[src/rtl/bbca_pkg.sv]
package bbca_pkg;

  localparam int FRAME_WIDTH  = 256;
  localparam int FRAME_HEIGHT = 144;
  localparam int BOX_EDGE     = 2;
  localparam int CHANNELS     = 3;

  localparam int BOX_COLS = FRAME_WIDTH / BOX_EDGE;
  localparam int BOX_ROWS = FRAME_HEIGHT / BOX_EDGE;
  localparam int BOX_AREA = BOX_EDGE * BOX_EDGE;
  localparam bit BOXES_OK = (BOX_COLS >= 2) && (BOX_ROWS >= 2);

  localparam int PIX_W = 8;
  localparam int POS_W = 9;
  localparam int COL_W = $clog2(FRAME_WIDTH);
  localparam int ROW_W = $clog2(FRAME_HEIGHT);
  localparam int BOX_W = (BOX_EDGE > 1) ? $clog2(BOX_EDGE) : 1;

  localparam int BAND_DEPTH = (BOX_COLS > 1) ? BOX_COLS : 2;
  localparam int BAND_AW    = $clog2(BAND_DEPTH);

  localparam int SLOT_END = 2 * (BOX_COLS + BOX_ROWS) - 1;
  localparam int SLOT_W   = (SLOT_END > 1) ? $clog2(SLOT_END + 1) : 1;

  localparam int AREA_LOG  = $clog2(BOX_AREA);
  localparam int SUM_W     = PIX_W + AREA_LOG;
  localparam int DIV_SHIFT = SUM_W + AREA_LOG;
  localparam int DIV_MULT  = ((1 << DIV_SHIFT) + BOX_AREA - 1) / BOX_AREA;
  localparam int MULT_W    = DIV_SHIFT + 1;
  localparam int PROD_W    = SUM_W + MULT_W;

  localparam int ITEM_DEPTH = 4;
  localparam int ITEM_AW    = $clog2(ITEM_DEPTH);
  localparam int ITEM_CNT_W = $clog2(ITEM_DEPTH + 1);

  localparam int OUT_DEPTH = 8;
  localparam int OUT_AW    = $clog2(OUT_DEPTH);
  localparam int OUT_CNT_W = $clog2(OUT_DEPTH + 1);

  typedef enum logic [1:0] {
    KIND_NONE,
    KIND_BAND,
    KIND_LEFT,
    KIND_RIGHT
  } kind_t;

  typedef struct packed {
    logic [SUM_W-1:0] red;
    logic [SUM_W-1:0] green;
    logic [SUM_W-1:0] blue;
  } rgb_sum_t;

  localparam int RGB_SUM_W = CHANNELS * SUM_W;

  typedef struct packed {
    logic [POS_W-1:0] pos_a;
    logic [POS_W-1:0] pos_b;
    logic             dual;
    logic             fc_a;
    logic             fc_b;
  } slot_info_t;

  typedef struct packed {
    logic [PIX_W-1:0]   red;
    logic [PIX_W-1:0]   green;
    logic [PIX_W-1:0]   blue;
    logic [BAND_AW-1:0] band_idx;
    kind_t              kind;
    logic               seg_first;
    logic               seg_last;
    logic               row_first;
    logic               box_last;
    slot_info_t         slot;
  } item_t;

  typedef struct packed {
    logic [PIX_W-1:0] avg_red;
    logic [PIX_W-1:0] avg_green;
    logic [PIX_W-1:0] avg_blue;
    slot_info_t       slot;
  } box_res_t;

  // exact floor(x / BOX_AREA) for any x below 2**SUM_W
  function automatic logic [PIX_W-1:0] div_area(input logic [SUM_W-1:0] x);
    logic [PROD_W-1:0] p;
    p = PROD_W'(x) * PROD_W'(DIV_MULT);
    return p[DIV_SHIFT +: PIX_W];
  endfunction

endpackage

[src/rtl/bbca_item_queue.sv]
module bbca_item_queue import bbca_pkg::*; (
  input  logic  clk,
  input  logic  rst,
  input  logic  push,
  input  item_t push_item,
  output logic  full,
  output logic  valid,
  input  logic  pop,
  output item_t head
);

  item_t                 mem [ITEM_DEPTH];
  logic [ITEM_AW-1:0]    wr_ptr, rd_ptr;
  logic [ITEM_CNT_W-1:0] count;

  assign full  = (count == ITEM_CNT_W'(ITEM_DEPTH));
  assign valid = (count != '0);
  assign head  = mem[rd_ptr];

  always_ff @(posedge clk) begin
    if (push) begin
      mem[wr_ptr] <= push_item;
    end
  end

  always_ff @(posedge clk) begin
    if (rst) begin
      wr_ptr <= '0;
      rd_ptr <= '0;
      count  <= '0;
    end else begin
      if (push) begin
        wr_ptr <= wr_ptr + 1'b1;
      end
      if (pop) begin
        rd_ptr <= rd_ptr + 1'b1;
      end
      count <= count + ITEM_CNT_W'(push) - ITEM_CNT_W'(pop);
    end
  end

endmodule

[config.mk]
export PLATFORM = sky130hd
export DESIGN_NAME = bbca_item_queue
export DESIGN_NICKNAME = d
export VERILOG_FILES = /design/src/rtl/bbca_pkg.sv /design/src/rtl/bbca_item_queue.sv
export SDC_FILE = /design/constraint.sdc
export NUM_CORES = 1
export LEC_CHECK = 0
export BUFFER_PORTS_ARGS = -buffer_cell sky130_fd_sc_hd__buf_2
export CORE_UTILIZATION = 41
export DETAILED_ROUTE_END_ITERATION = 7
export SYNTH_ARGS = -nofsm -noshare
export SYNTH_HDL_FRONTEND = slang
export SYNTH_SLANG_ARGS = --single-unit
[constraint.sdc]
create_clock -name clk -period 3.3 [get_ports clk]
set_clock_uncertainty 0.05 [all_clocks]
set_input_delay 0.495 -clock clk [delete_from_list [all_inputs] [get_ports clk]]
set_output_delay 0.495 -clock clk [all_outputs]
set_load 0.1 [all_outputs]
# --- Word level (Yosys, flattened, before mapping) ---
# Memories as Yosys holds them, arrays and structs flattened. A register that Yosys moved wholly into a read port is not among the register bits.
# Index checks and enable logic that the tools add are counted.
word_totals:
  register_bits: 7
  wordCells: 14
  mem_bits_ro: 0
  output_inout_bits: 60
  latch_bits: 0
  in_bits: 62
  mem_bits_rw: 232
  n_memories: 1
op_classes:
  eq_ne: 1
  n_lt_le_gt_ge: 0
  add_sub_neg: 4
  bitwise: 0
  div: 0
  muxes: 4
  shift: 0
  multipliers: 0
  n_reduce_logical: 1
mem_list:
  columns: ["name", "depth", "word_bits", "rd", "rd_ports_with_merged_regs", "wr", "line", "rtl"]
  rows:
  - ["mem", 4, 58, 1, 1, 1, "bbca_item_queue.sv:12", "item_t mem [ITEM_DEPTH];"]
op_table:
  columns: ["op", "n"]
  rows:
  - ["adder 2 x 1 -> 2 bit, second input constant", 2]
  - ["2-to-1 mux 2 bit", 2]
  - ["adder 3 x 1 -> 3 bit", 1]
  - ["== test 3 bit, second input constant", 1]
  - ["nonzero test 3 bit", 1]
  - ["subtractor 3 x 1 -> 3 bit", 1]
  - ["2-to-1 mux 1 bit", 2]

# --- Longest topological paths before layout ---
# Gate-level depths: netlist (run 1).
logic_depth:
  ltp_word: 3
  depth_mapped: 7
  ltp_nobuf: 7

# --- Worst setup path before layout (run 1) ---
# OpenSTA, ideal clock, no wires.
synth_timing:
  kind: "register to register"
  from: "reg wr_ptr[0]"
  to: "mem mem[2][0] in the netlist's numbering, enable pin"
  setup_time_ns: 0.422
  path_stages_with_launch: 4
  path_buffers: 0
  required_time_ns: 2.828
  slack_ns: 0.915
  period_less_slack_ns: 2.385
  t_arrival_ns: 1.914
  cell_sequence: "dfxtp_1 -> inv_1 -> ha_1 -> and2_1"
synth_rtl:
  columns: ["item", "line", "rtl"]
  rows:
  - ["start, declared", "bbca_item_queue.sv:13", "logic [ITEM_AW-1:0] wr_ptr, rd_ptr;"]
  - ["start signal, assigned", "bbca_item_queue.sv:33", "wr_ptr <= wr_ptr + 1'b1;"]
  - ["end, declared", "bbca_item_queue.sv:12", null]
# No word-level cell before the write port.

==> impl_results.md, run 1 <==
- Outcome: finished, final reports clean
- Distinct cells, synth: 22
- Std-Cell Rows: 53
- DR DRC count: 0
- Worst Tran Pin Value: approximately 900 ps
- Startpoint Class: flip-flop
- Post-CTS Setup Inserts: 0
- Layout cell share with drive strength beyond 1: around 46%
- Req. time, crit path: 2750 ps
- CP top delay family: buffers and inverters
- Global placement routability congestion: between 0.6 and 0.7
- Placeable Area: 21090 um^2
- Sequential Area: 7154 um^2
- Post-placement cell count: 730
- RSZ-0062 raised after global routing: no
- GRT Resource Usage Total: between 10% and 20%
- Clock buffer depth: 3
- Top-count cell post-synth: edfxtp_1
- Slack of the critical path: approximately 430 ps
- Initial drt markers: approximately 200
- First-pass GRT wire length: approximately 23000 um
- Reg clk slew, reported paths: about 60 ps
- Area growth from synthesis to layout: 19.99%
- Post-synth top area share: roughly four fifths
- DR pass1 iterations: 6
- Worst hold margin: 137.7 ps
- CTS Buf Count: 26
- Final worst path period share: roughly 87%
- Critical-path cell list: buf_12 -> mux4_2 -> buf_2
- CP Max Fanout: 51
- Area leader, netlist: edfxtp_1
- Largest net degree at the start of global routing: just under 60
- Hold_sp: push_item[31]
- Port bufs: 121
- Final Setup Violations: 0
- VDD IR-drop max: about 0.40 mV
- Post-synth top cells: 232 x edfxtp_1, 58 x mux4_2, 9 x dfxtp_1, 6 x ha_1, 6 x inv_1
- Slowest stage cell, crit path: mux4_2
- Power Dens Cells: around 740 nW/um^2
- CTS Hold Bufs: 0
- Crit. End Element: output port
- Syn_nets: about 410
- Pre-CTS setup slack: roughly 900 ps
- FILL cells: ~1700
- EDFF count, synth: about 230
- Routed vias/inst: about 5.0
- Vias in the first global route: between 4000 and 5000
- Mapped cell area: between 8000 and 9000 um^2
- Root Driver: clkbuf_16
- Setup TNS: 0 ps
- Area of the multi-input gates: between 1500 and 2000 um^2
- HPWL Detailed: ~8500 um
- Hold Vio Cnt, Final: 0
- Hold Crit Class: input pin to flip-flop
- Worst skew pair latency: approximately 500 ps
- Synth Register Bits: about 240
- Slew Limit Fails: 0
- ANT nets after route: 0
- Clock sinks: 241
- Data arrival, critical path: 2320 ps
- Die X-Extent: about 150 um
- IO Pins: between 100 and 150
- Worst r2r src: count[0]
- Seq/Total Area, Yosys: 80.91%
- Yosys warns: 0
- Synth area leaders: edfxtp_1 79%, mux4_2 15%, dfxtp_1 2.0%
- Starting Density: between 40% and 50%
- Post-Layout Cell Count: 779
- Util after Layout: between 50% and 60%
- Vias post-DR: approximately 3900
- Die ar.: 22140 um^2
- Fmax: 348.6 MHz
- Async SR Flop Fraction: 0%
- CTS tree: yes
- Congestion Overflow GR: 0
- Post-Synthesis Cells: roughly 350
- Nets: between 500 and 600
- Slew headroom: 38.64%
- Worst Setup Path Type: flip-flop to output port
- CP max stage delay: around 610 ps
- Die H: ~150 um
- Leakage: 3.582 nW
- Synthesized area per cell: 25.60 um^2
- Post_cts resized: 0
- Final wirelength: approximately 15000 um
- # H-tree levels: 1
- Main flop type after synthesis: edfxtp_1
- Max_cap viols: 0
- WL/cell: a little under 20 um
- WP buf/inv: 2
- Period minus WS final: approximately 2900 ps
- Initial antenna violation count: 1
==> layout make-up <==
| cell class | instances | share of cell area (%) |
|---|---|---|
| flip-flops and latches | 241 | 67.50 |
| multi-input cells | 85 | 14.66 |
| clock buffers | 28 | 6.209 |
| repair buffers | 123 | 6.091 |
| well taps | 275 | 3.246 |
| clock inverters | 20 | 2.054 |
| inverters | 6 | 0.2125 |
| diodes | 1 | 0.02361 |
==> state kept, by name, indices dropped and copies added (netlist names), named ones only <==
register  flops
wr_ptr        2
mem         232
rd_ptr        2
count         3
==> metrics by stage <==
stage | cell area [um^2] | power (mW)
2_1_floorplan | 8833 | 4.827
3_3_place_gp | 9721 | 5.056
3_5_place_dp | 9721 | 5.076
4_1_cts | 10600 | 7.972
5_1_grt | 10600 | 8.128
6_report | 10600 | 7.874
==> report_power, final <==
group          leakage (nW)  internal [mW]  switching [mW]
Clock                 0.424           1.76            1.13
Sequential             2.21           3.52          0.0514
Combinational         0.951          0.305            1.11
==> worst reg2reg max path, stage by stage (launching register included) <==
cell and delay [ps]:
dfxtp_1 320, inv_1 50, ha_1 270, inv_1 40, ha_1 180, fa_1 380
xor3_1 380, nor2_1 40
==> cell usage in the layout, fill, tap and decap left out, types with 2 or more instances in the layout <==
master        n
and2_4        4
buf_12        2
buf_2       121
bufinv_16     4
clkbuf_1      2
clkbuf_16    26
clkinv_1      4
clkinv_2      7
clkinvlp_4    3
dfxtp_1       7
dfxtp_4       2
edfxtp_1    232
ha_1          6
inv_1         6
mux4_2       58
nor2_1        5
nor2b_1       2
xnor2_1       2
==> path summary, 6_finish.rpt <==
path,slack (ps),cells past startpoint,endpoint
setup / recovery,430,3,head[16]
setup reg to reg,1500,7,count[2]
hold / removal,140,1,mem[3][31]
hold reg to reg,490,2,flip-flop
==> per-layer routing <==
| metal | GRT usage [%] | wire, um | vias to the layer above | part of all wire (%) |
|---|---|---|---|---|
| li1 | - | - | 1741 | - |
| met1 | 18.25 | 6465 | 2035 | 42 |
| met2 | 23.88 | 7629 | 116 | 50 |
| met3 | 3.364 | 998 | 26 | 6.5 |
| met4 | 3.724 | 257 | 2 | 1.7 |
| met5 | 0 | 13 | - | 0.085 |
==> cell families after synthesis <==
logic type	share of synthesized area, %
muxes	14.90
adders and majority gates	1.076
and+or+nand+nor	0.8641
AOI/OAI and AO/OA	0.1699
buffers and inverters	1.615
xor gates and xnor gates	0.4674
DFF	80.91
Power figures use the tool's default switching activity.
==> run 2, diff against run 1 <==
- CORE_ASPECT_RATIO: not set -> 1.1
- PLACE_DENSITY: not set -> 0.67
- SLEW_MARGIN: not set -> 15
==> run 2 against run 1 <==
Effect of this change:
- die area about the same
- maximum frequency up 4.4%
- design area down 1.2%
- non-clock buffer count up 2
- highest routed layer is now met4
- global-route usage up 0.82 points
- register-to-register slack worse by 40 ps
- total power down 4.9%
- count of clock-buffer cells in the layout up 2
- critical endpoint is now head[23]
- clock power down 14%
- hold slack better by 18 ps
==> impl_results.md, run 2 (synthesis gave the netlist of run 1 again) <==
- Startpoint Class: flip-flop
- Setup TNS: 0 ps (unchanged)
- Initial antenna violation count: 2 (+1)
- Req. time, crit path: 2750 ps (about the same)
- Congestion Overflow GR: 0 (unchanged)
- Initial drt markers: 155 (-21%)
- Hold Vio Cnt, Final: 0 (unchanged)
- First-pass GRT wire length: 24810 um (+6.9%)
- Post_cts resized: 0 (unchanged)
- RSZ-0062 raised after global routing: no
- Fmax: 363.9 MHz (+4.4%)
- R2r endpoint: count[2]
- GRT Resource Usage Total: 14.90% (+0.82 points)
- Reg2reg setup slack: 1460 ps (-40 ps)
- Port bufs: 121 (unchanged)
- Placeable Area: 20850 um^2 (-1.1%)
- Final worst path period share: 83.27% (-3.7 points)
- Worst r2r src: count[0]
- Largest net degree at the start of global routing: 59 (unchanged)
- Pre-CTS setup slack: 1020 ps (+111.2 ps)
- Placed Area: 9748 um^2 (+0.28%)
- Vias in the first global route: 4426 (+3.8%)
- Layout cell share with drive strength beyond 1: 44.91% (-0.82 points)
- CTS Buf Count: 24 (-7.7%)
- CTS tree: yes
- Std-Cell Rows: 55 (+3.8%)
- Slew headroom: 36.32% (-2.3 points)
- Die ar.: 22140 um^2 (about the same)
- Routed vias/inst: 4.985 (-0.94%)
- Clock buffer depth: 3 (unchanged)
- Worst Setup Path Type: flip-flop to output port
- Final Setup Violations: 0 (unchanged)
- Clock sinks: 241 (unchanged)
- Commonest cells after routing, fill and taps aside: 232 x edfxtp_1, 121 x buf_2, 58 x mux4_2
- HPWL Detailed: 8815 um (+3.5%)
- Worst Tran Pin Value: 955.2 ps (+34.79 ps)
- Global placement routability congestion: 0.6309 (-4.1%)
- Critical-path cell list: buf_12 -> mux4_2 -> buf_2
- Starting Density: 42.36% (+0.48 points)
- Max_cap viols: 0 (unchanged)
- IO Pins: 122 (unchanged)
- Period minus WS final: 2748 ps (-120.7 ps)
- Register name with the most flops: mem
- Post-route cell area: 10470 um^2 (-1.2%)
- Power Dens Cells: 714.6 nW/um^2 (-3.8%)
- FILL cells: 1685 (-1.9%)
- ANT nets after route: 0 (unchanged)
- Most common cell after layout, fill and taps aside: edfxtp_1
- VDD IR-drop max: 0.3880 mV (-3.5%)
- Slew Limit Fails: 0 (unchanged)
- Max reg flops: 232 (unchanged)
- Slack of the critical path: 552.0 ps (+120.7 ps)
- Hold Crit Class: input pin to flip-flop
- Reg2reg path depth: 7 (unchanged)
- Data arrival, critical path: 2200 ps (-120 ps)
- CP Max Fanout: 28 (-45%)
- Nets: 552 (unchanged)
- Die X-Extent: 142.0 um (-4.6%)
- Crit. End Element: output port
- Hold_sp: push_item[28]
- Slowest stage cell, crit path: mux4_2
- Total chip power: 7.485 mW (-4.9%)
- # H-tree levels: 1 (unchanged)
- Leakage: 3.528 nW (-1.5%)
- DR pass1 iterations: 4 (-2)
- WHS Endpoint: mem[0][28]
- WL/cell: 20.02 um (+1.5%)
- Reg clk slew, reported paths: 60 ps (about the same)
- Area growth from synthesis to layout: 18.57%
- Util after Layout: 50.23% (about the same)
- Vias post-DR: 3928 (+0.20%)
- CP max stage delay: 560 ps (-50 ps)
- Outcome: finished, final reports clean
- Worst skew pair latency: 500 ps (about the same)
- Largest registers: mem (232), count (3)
- Die H: 155.9 um (+4.8%)
- Hold Path Stages: 1 (unchanged)
- Post-CTS Setup Inserts: 0 (unchanged)
- Root Driver: clkbuf_16
- CTS Hold Bufs: 0 (unchanged)
- DR DRC count: 0 (unchanged)
- Final wirelength: 15770 um (+2.7%)
-- run 2: changes by cell type in the layout (fill, tap and decap cells not counted), sizes merged --
cell,change
clkbuf,+2
buf,+2
bufinv,-4
diode,+1
clkinvlp,-2
-- run 2: stage by stage --
step	hold WS [ps]	instances
after floorplan	441.8	345
after global placement	461.0	742
after detailed placement	465.5	742
after CTS	133.2	786
after global routing	139.1	787
final	155.6	788
-- run 2: worst max path at each step --
stage | from | end | slack, ps | depth (start not counted)
2_1_floorplan | wr_ptr[0] | mem[2][0] | 910 | 3
3_3_place_gp | flip-flop | head[23] | 1030 | 3
3_5_place_dp | flip-flop | head[23] | 1020 | 3
4_1_cts | flip-flop | head[23] | 470 | 3
5_1_grt | flip-flop | head[23] | 420 | 3
6_report | flip-flop | head[23] | 550 | 3
-- run 2: worst max-delay path: cells and delay by family (launching register included) --
family   cells  cell delay, ps
buf+inv      2             610
flops        1             500
mux          1             560
-- run 2: routing by layer --
layer	wire (um)	global-route usage, %
met1	6501	18.69
met2	8158	25.90
met3	855	3.499
met5	0	0
met4	257	4.147
-- run 2: final cells by class --
class	instances	area (um^2)	share of cell area (%)
sequential	241	7154	68.31
multi-input combinational	85	1554	14.84
timing repair buffer	125	660.6	6.307
clock buffer	30	654.4	6.248
tap	285	356.6	3.405
clock inverter	14	66.31	0.6331
inverter	6	22.52	0.2150
antenna	2	5.005	0.04778
-- run 2: report_power, final --
part | internal (mW) | total [mW] | switching [mW]
logic | 0.309 | 1.43 | 1.12
registers | 3.52 | 3.57 | 0.0551
clock network | 1.40 | 2.49 | 1.08
==> run 3, diff against run 2 <==
- ABC_AREA: not set -> 1
- PLACE_DENSITY: 0.67 -> 0.69
- clock period: 3.3 -> 2.5 ns (I/O delays scaled with it)
==> run 3 against run 2 <==
Effect of this change:
- combinational power grew 34%
- count of clock-buffer cells in the layout shrank 2
- hold slack lost 120 ps
- largest cell class unchanged
- die area grew 8.3%
- critical endpoint is now head[2]
- final cell count grew 49%
- via count grew 43%
- highest routed layer is now met5
==> impl_results.md, run 3 <==
- Outcome: finished, final reports clean
- Yosys warns: 0 (unchanged)
- Hold_sp: push_item[18]
- Leakage: 4.452 nW (+26%)
- DR DRC count: 0 (unchanged)
- Slew Limit Fails: 0 (unchanged)
- Seq/Total Area, Yosys: 74.64% (-6.3 points)
- CP Max Fanout: 80 (+190%)
- Reg clk slew, reported paths: 60 ps (about the same)
- Period minus WS final: 2383 ps
- Die H: 162.3 um (+4.1%)
- Hold Crit Class: input pin to flip-flop
- Hold Path Stages: 1 (unchanged)
- Clock sinks: 241 (unchanged)
- Distinct cells, synth: 18 (-18%)
- Final wirelength: 17480 um (+11%)
- WP buf/inv: 2 (unchanged)
- Commonest cells after routing, fill and taps aside: 232 x edfxtp_1, 129 x inv_1, 124 x nand2_1
- Hold Vio Cnt, Final: 0 (unchanged)
- Layout cell share with drive strength beyond 1: 19.95% (-25 points)
- IO Pins: 122 (unchanged)
- Syn_nets: 803 (+94%)
- Vias post-DR: 5599 (+43%)
- Max_cap viols: 0 (unchanged)
- Crit. End Element: output port
- Reg2reg setup slack: 850 ps (-610 ps)
- Vias in the first global route: 5358 (+21%)
- Worst skew pair latency: 500 ps (about the same)
- Most common cell after layout, fill and taps aside: edfxtp_1
- Startpoint Class: flip-flop
- # diodes: 0 (-2)
- # H-tree levels: 1 (unchanged)
- Slack of the critical path: 117.2 ps (-434.8 ps)
- Total chip power: 9.809 mW (+31%)
- Post-synth top area share: 72.76% (-6.1 points)
- Placeable Area: 22860 um^2 (+9.6%)
- Largest net degree at the start of global routing: 90 (+53%)
- Power Dens Cells: 861.7 nW/um^2 (+21%)
- Fmax: between 400 and 500 MHz
- R2r endpoint: count[2]
- Top-count cell post-synth: edfxtp_1
- Root Driver: clkbuf_16
- Largest registers: mem (232), count (3)
- Initial antenna violation count: 2 (unchanged)
- Routed vias/inst: 4.757 (-4.6%)
- Main flop type after synthesis: edfxtp_1
- Slew headroom: 66.12% (+30 points)
- Post-placement cell count: 1131 (+52%)
- Port bufs: 121 (unchanged)
- Area leader, netlist: edfxtp_1
- Setup TNS: 0 ps (unchanged)
- Pre-CTS setup slack: 504.2 ps (-516.3 ps)
- Std-Cell Rows: 58 (+5.5%)
- Mapped cell area: 9575 um^2 (+8.4%)
- DR pass1 iterations: 5 (+1)
- EDFF count, synth: 232 (unchanged)
- VDD IR-drop max: 0.7283 mV (+88%)
- Register name with the most flops: mem
- Max reg flops: 232 (unchanged)
- WL/cell: 14.85 um (-26%)
- Clock buffer depth: 3 (unchanged)
- Starting Density: 41.89% (-0.48 points)
- GRT Resource Usage Total: 14.27% (-0.63 points)
- Global placement routability congestion: 0.7262 (+15%)
- Post-Layout Cell Count: 1177 (+49%)
- Post-Synthesis Cells: 734 (+110%)
- Post-synth top cells: 232 x edfxtp_1, 133 x inv_1, 124 x nand2_1, 64 x a21oi_1, 58 x o211ai_1
- Area growth from synthesis to layout: 18.88%
- Reg2reg path depth: 9 (+2)
- Async SR Flop Fraction: 0% (unchanged)
- Die X-Extent: 147.7 um (+4.1%)
- HPWL Detailed: 10170 um (+15%)
- RSZ-0062 raised after global routing: yes
- CTS tree: yes
- Worst r2r src: count[0]
- Synth area leaders: edfxtp_1 73%, inv_1 5.2%, nand2_1 4.9%
- Req. time, crit path: 2080 ps (-670 ps)
- CP max stage delay: 500 ps (-60 ps)
- Synth Register Bits: 241 (unchanged)
- Final Setup Violations: 0 (unchanged)
- Data arrival, critical path: 1960 ps (-240 ps)
- Congestion Overflow GR: 0 (unchanged)
- CP top delay family: buffers and inverters
- Nets: 929 (+68%)
- Slowest stage cell, crit path: dfxtp_4
- Final worst path period share: between 90 and 100%
- Synthesized area per cell: 13.05 um^2 (-49%)
- Worst Tran Pin Value: 508.1 ps (-447.1 ps)
- CTS Buf Count: 25 (+4.2%)
- ANT nets after route: 0 (unchanged)
- Critical-path cell list: buf_12 -> o21ai_0 -> nand2_1 -> clkbuf_4
- Die ar.: 23970 um^2 (+8.3%)
- Worst Setup Path Type: flip-flop to output port
- First-pass GRT wire length: 26940 um (+8.6%)
- Initial drt markers: 258 (+66%)
- WHS Endpoint: mem[2][18]
[run 3: cell count changes after synthesis, sizes merged, moves of 4 or more]
cell / previous run / this run
o21ai: 0 / 62
and2: 4 / 0
buf: 13 / 28
clkbuf: 0 / 11
mux4: 58 / 0
a21oi: 1 / 64
o211ai: 0 / 58
inv: 6 / 133
nand2: 0 / 124
[run 3: cell families after synthesis]
kind of cell             share of synthesized area (%)
AO/OA/AOI/OAI                                    11.13
adder cells (fa/ha/maj)                         0.9931
buffers and inverters                            8.101
flip-flops                                       74.64
AND/OR/NAND/NOR                                  5.135
[run 3: worst max path at each step]
stage | depth (start not counted) | endpoint | from | slack (ps)
3_3_place_gp | 4 | head[47] | flip-flop | 500
2_1_floorplan | 4 | mem[2][0] | wr_ptr[0] | 320
3_5_place_dp | 4 | head[45] | flip-flop | 500
4_1_cts | 4 | head[46] | flip-flop | 2
5_1_grt | 5 | head[17] | flip-flop | -6
6_report | 4 | head[2] | flip-flop | 120
[run 3: layout make-up]
| type | count | area, um^2 |
|---|---|---|
| Tap cell | 300 | 375.4 |
| Sequential cell | 241 | 7154 |
| Multi-Input combinational cell | 321 | 1658 |
| Clock inverter | 16 | 71.32 |
| Clock buffer | 28 | 636.9 |
| Timing Repair Buffer | 138 | 988.4 |
| Inverter | 133 | 499.2 |
| Fill cell | 1990 | 11480 |
[run 3: metrics by stage]
stage	util (%)	hold WS [ps]	instance area, um^2
6_report	49.80	32.05	11380
5_1_grt	49.80	11.64	11380
4_1_cts	49.41	6.142	11300
3_5_place_dp	46.01	393.2	10520
3_3_place_gp	46.01	386.1	10520
2_1_floorplan	-	385.6	9580
[run 3: power by group]
group,switching [mW],internal (mW),total [mW]
combinational,1.53,0.374,1.91
sequential,0.0585,4.62,4.68
clock,1.41,1.81,3.22
[run 3: worst register-to-register path, stage by stage (launching register included)]
cell and delay (ps):
dfxtp_1 340, inv_1 70, ha_1 270, inv_1 40, ha_1 180, fa_1 350
inv_1 80, nand3_1 70, nand2_1 60, nor2_1 30
[run 3: timing repair]
item / CTS / global route
endpoints found under the setup margin: 24 / 27
resized for setup: 24 / 27
buffers inserted: 0 / 1
hold buffers: 1 / 0
hold endpoints to repair: 2 / 0
[run 3: metal layers]
| metal | up-vias | part of all wire (%) | track usage, % |
|---|---|---|---|
| li1 | 2790 | - | - |
| met1 | 2657 | 43 | 17.04 |
| met2 | 110 | 50 | 25.62 |
| met3 | 38 | 4.8 | 2.949 |
| met4 | 4 | 2.4 | 4.639 |
| met5 | - | 0.12 | 0 |
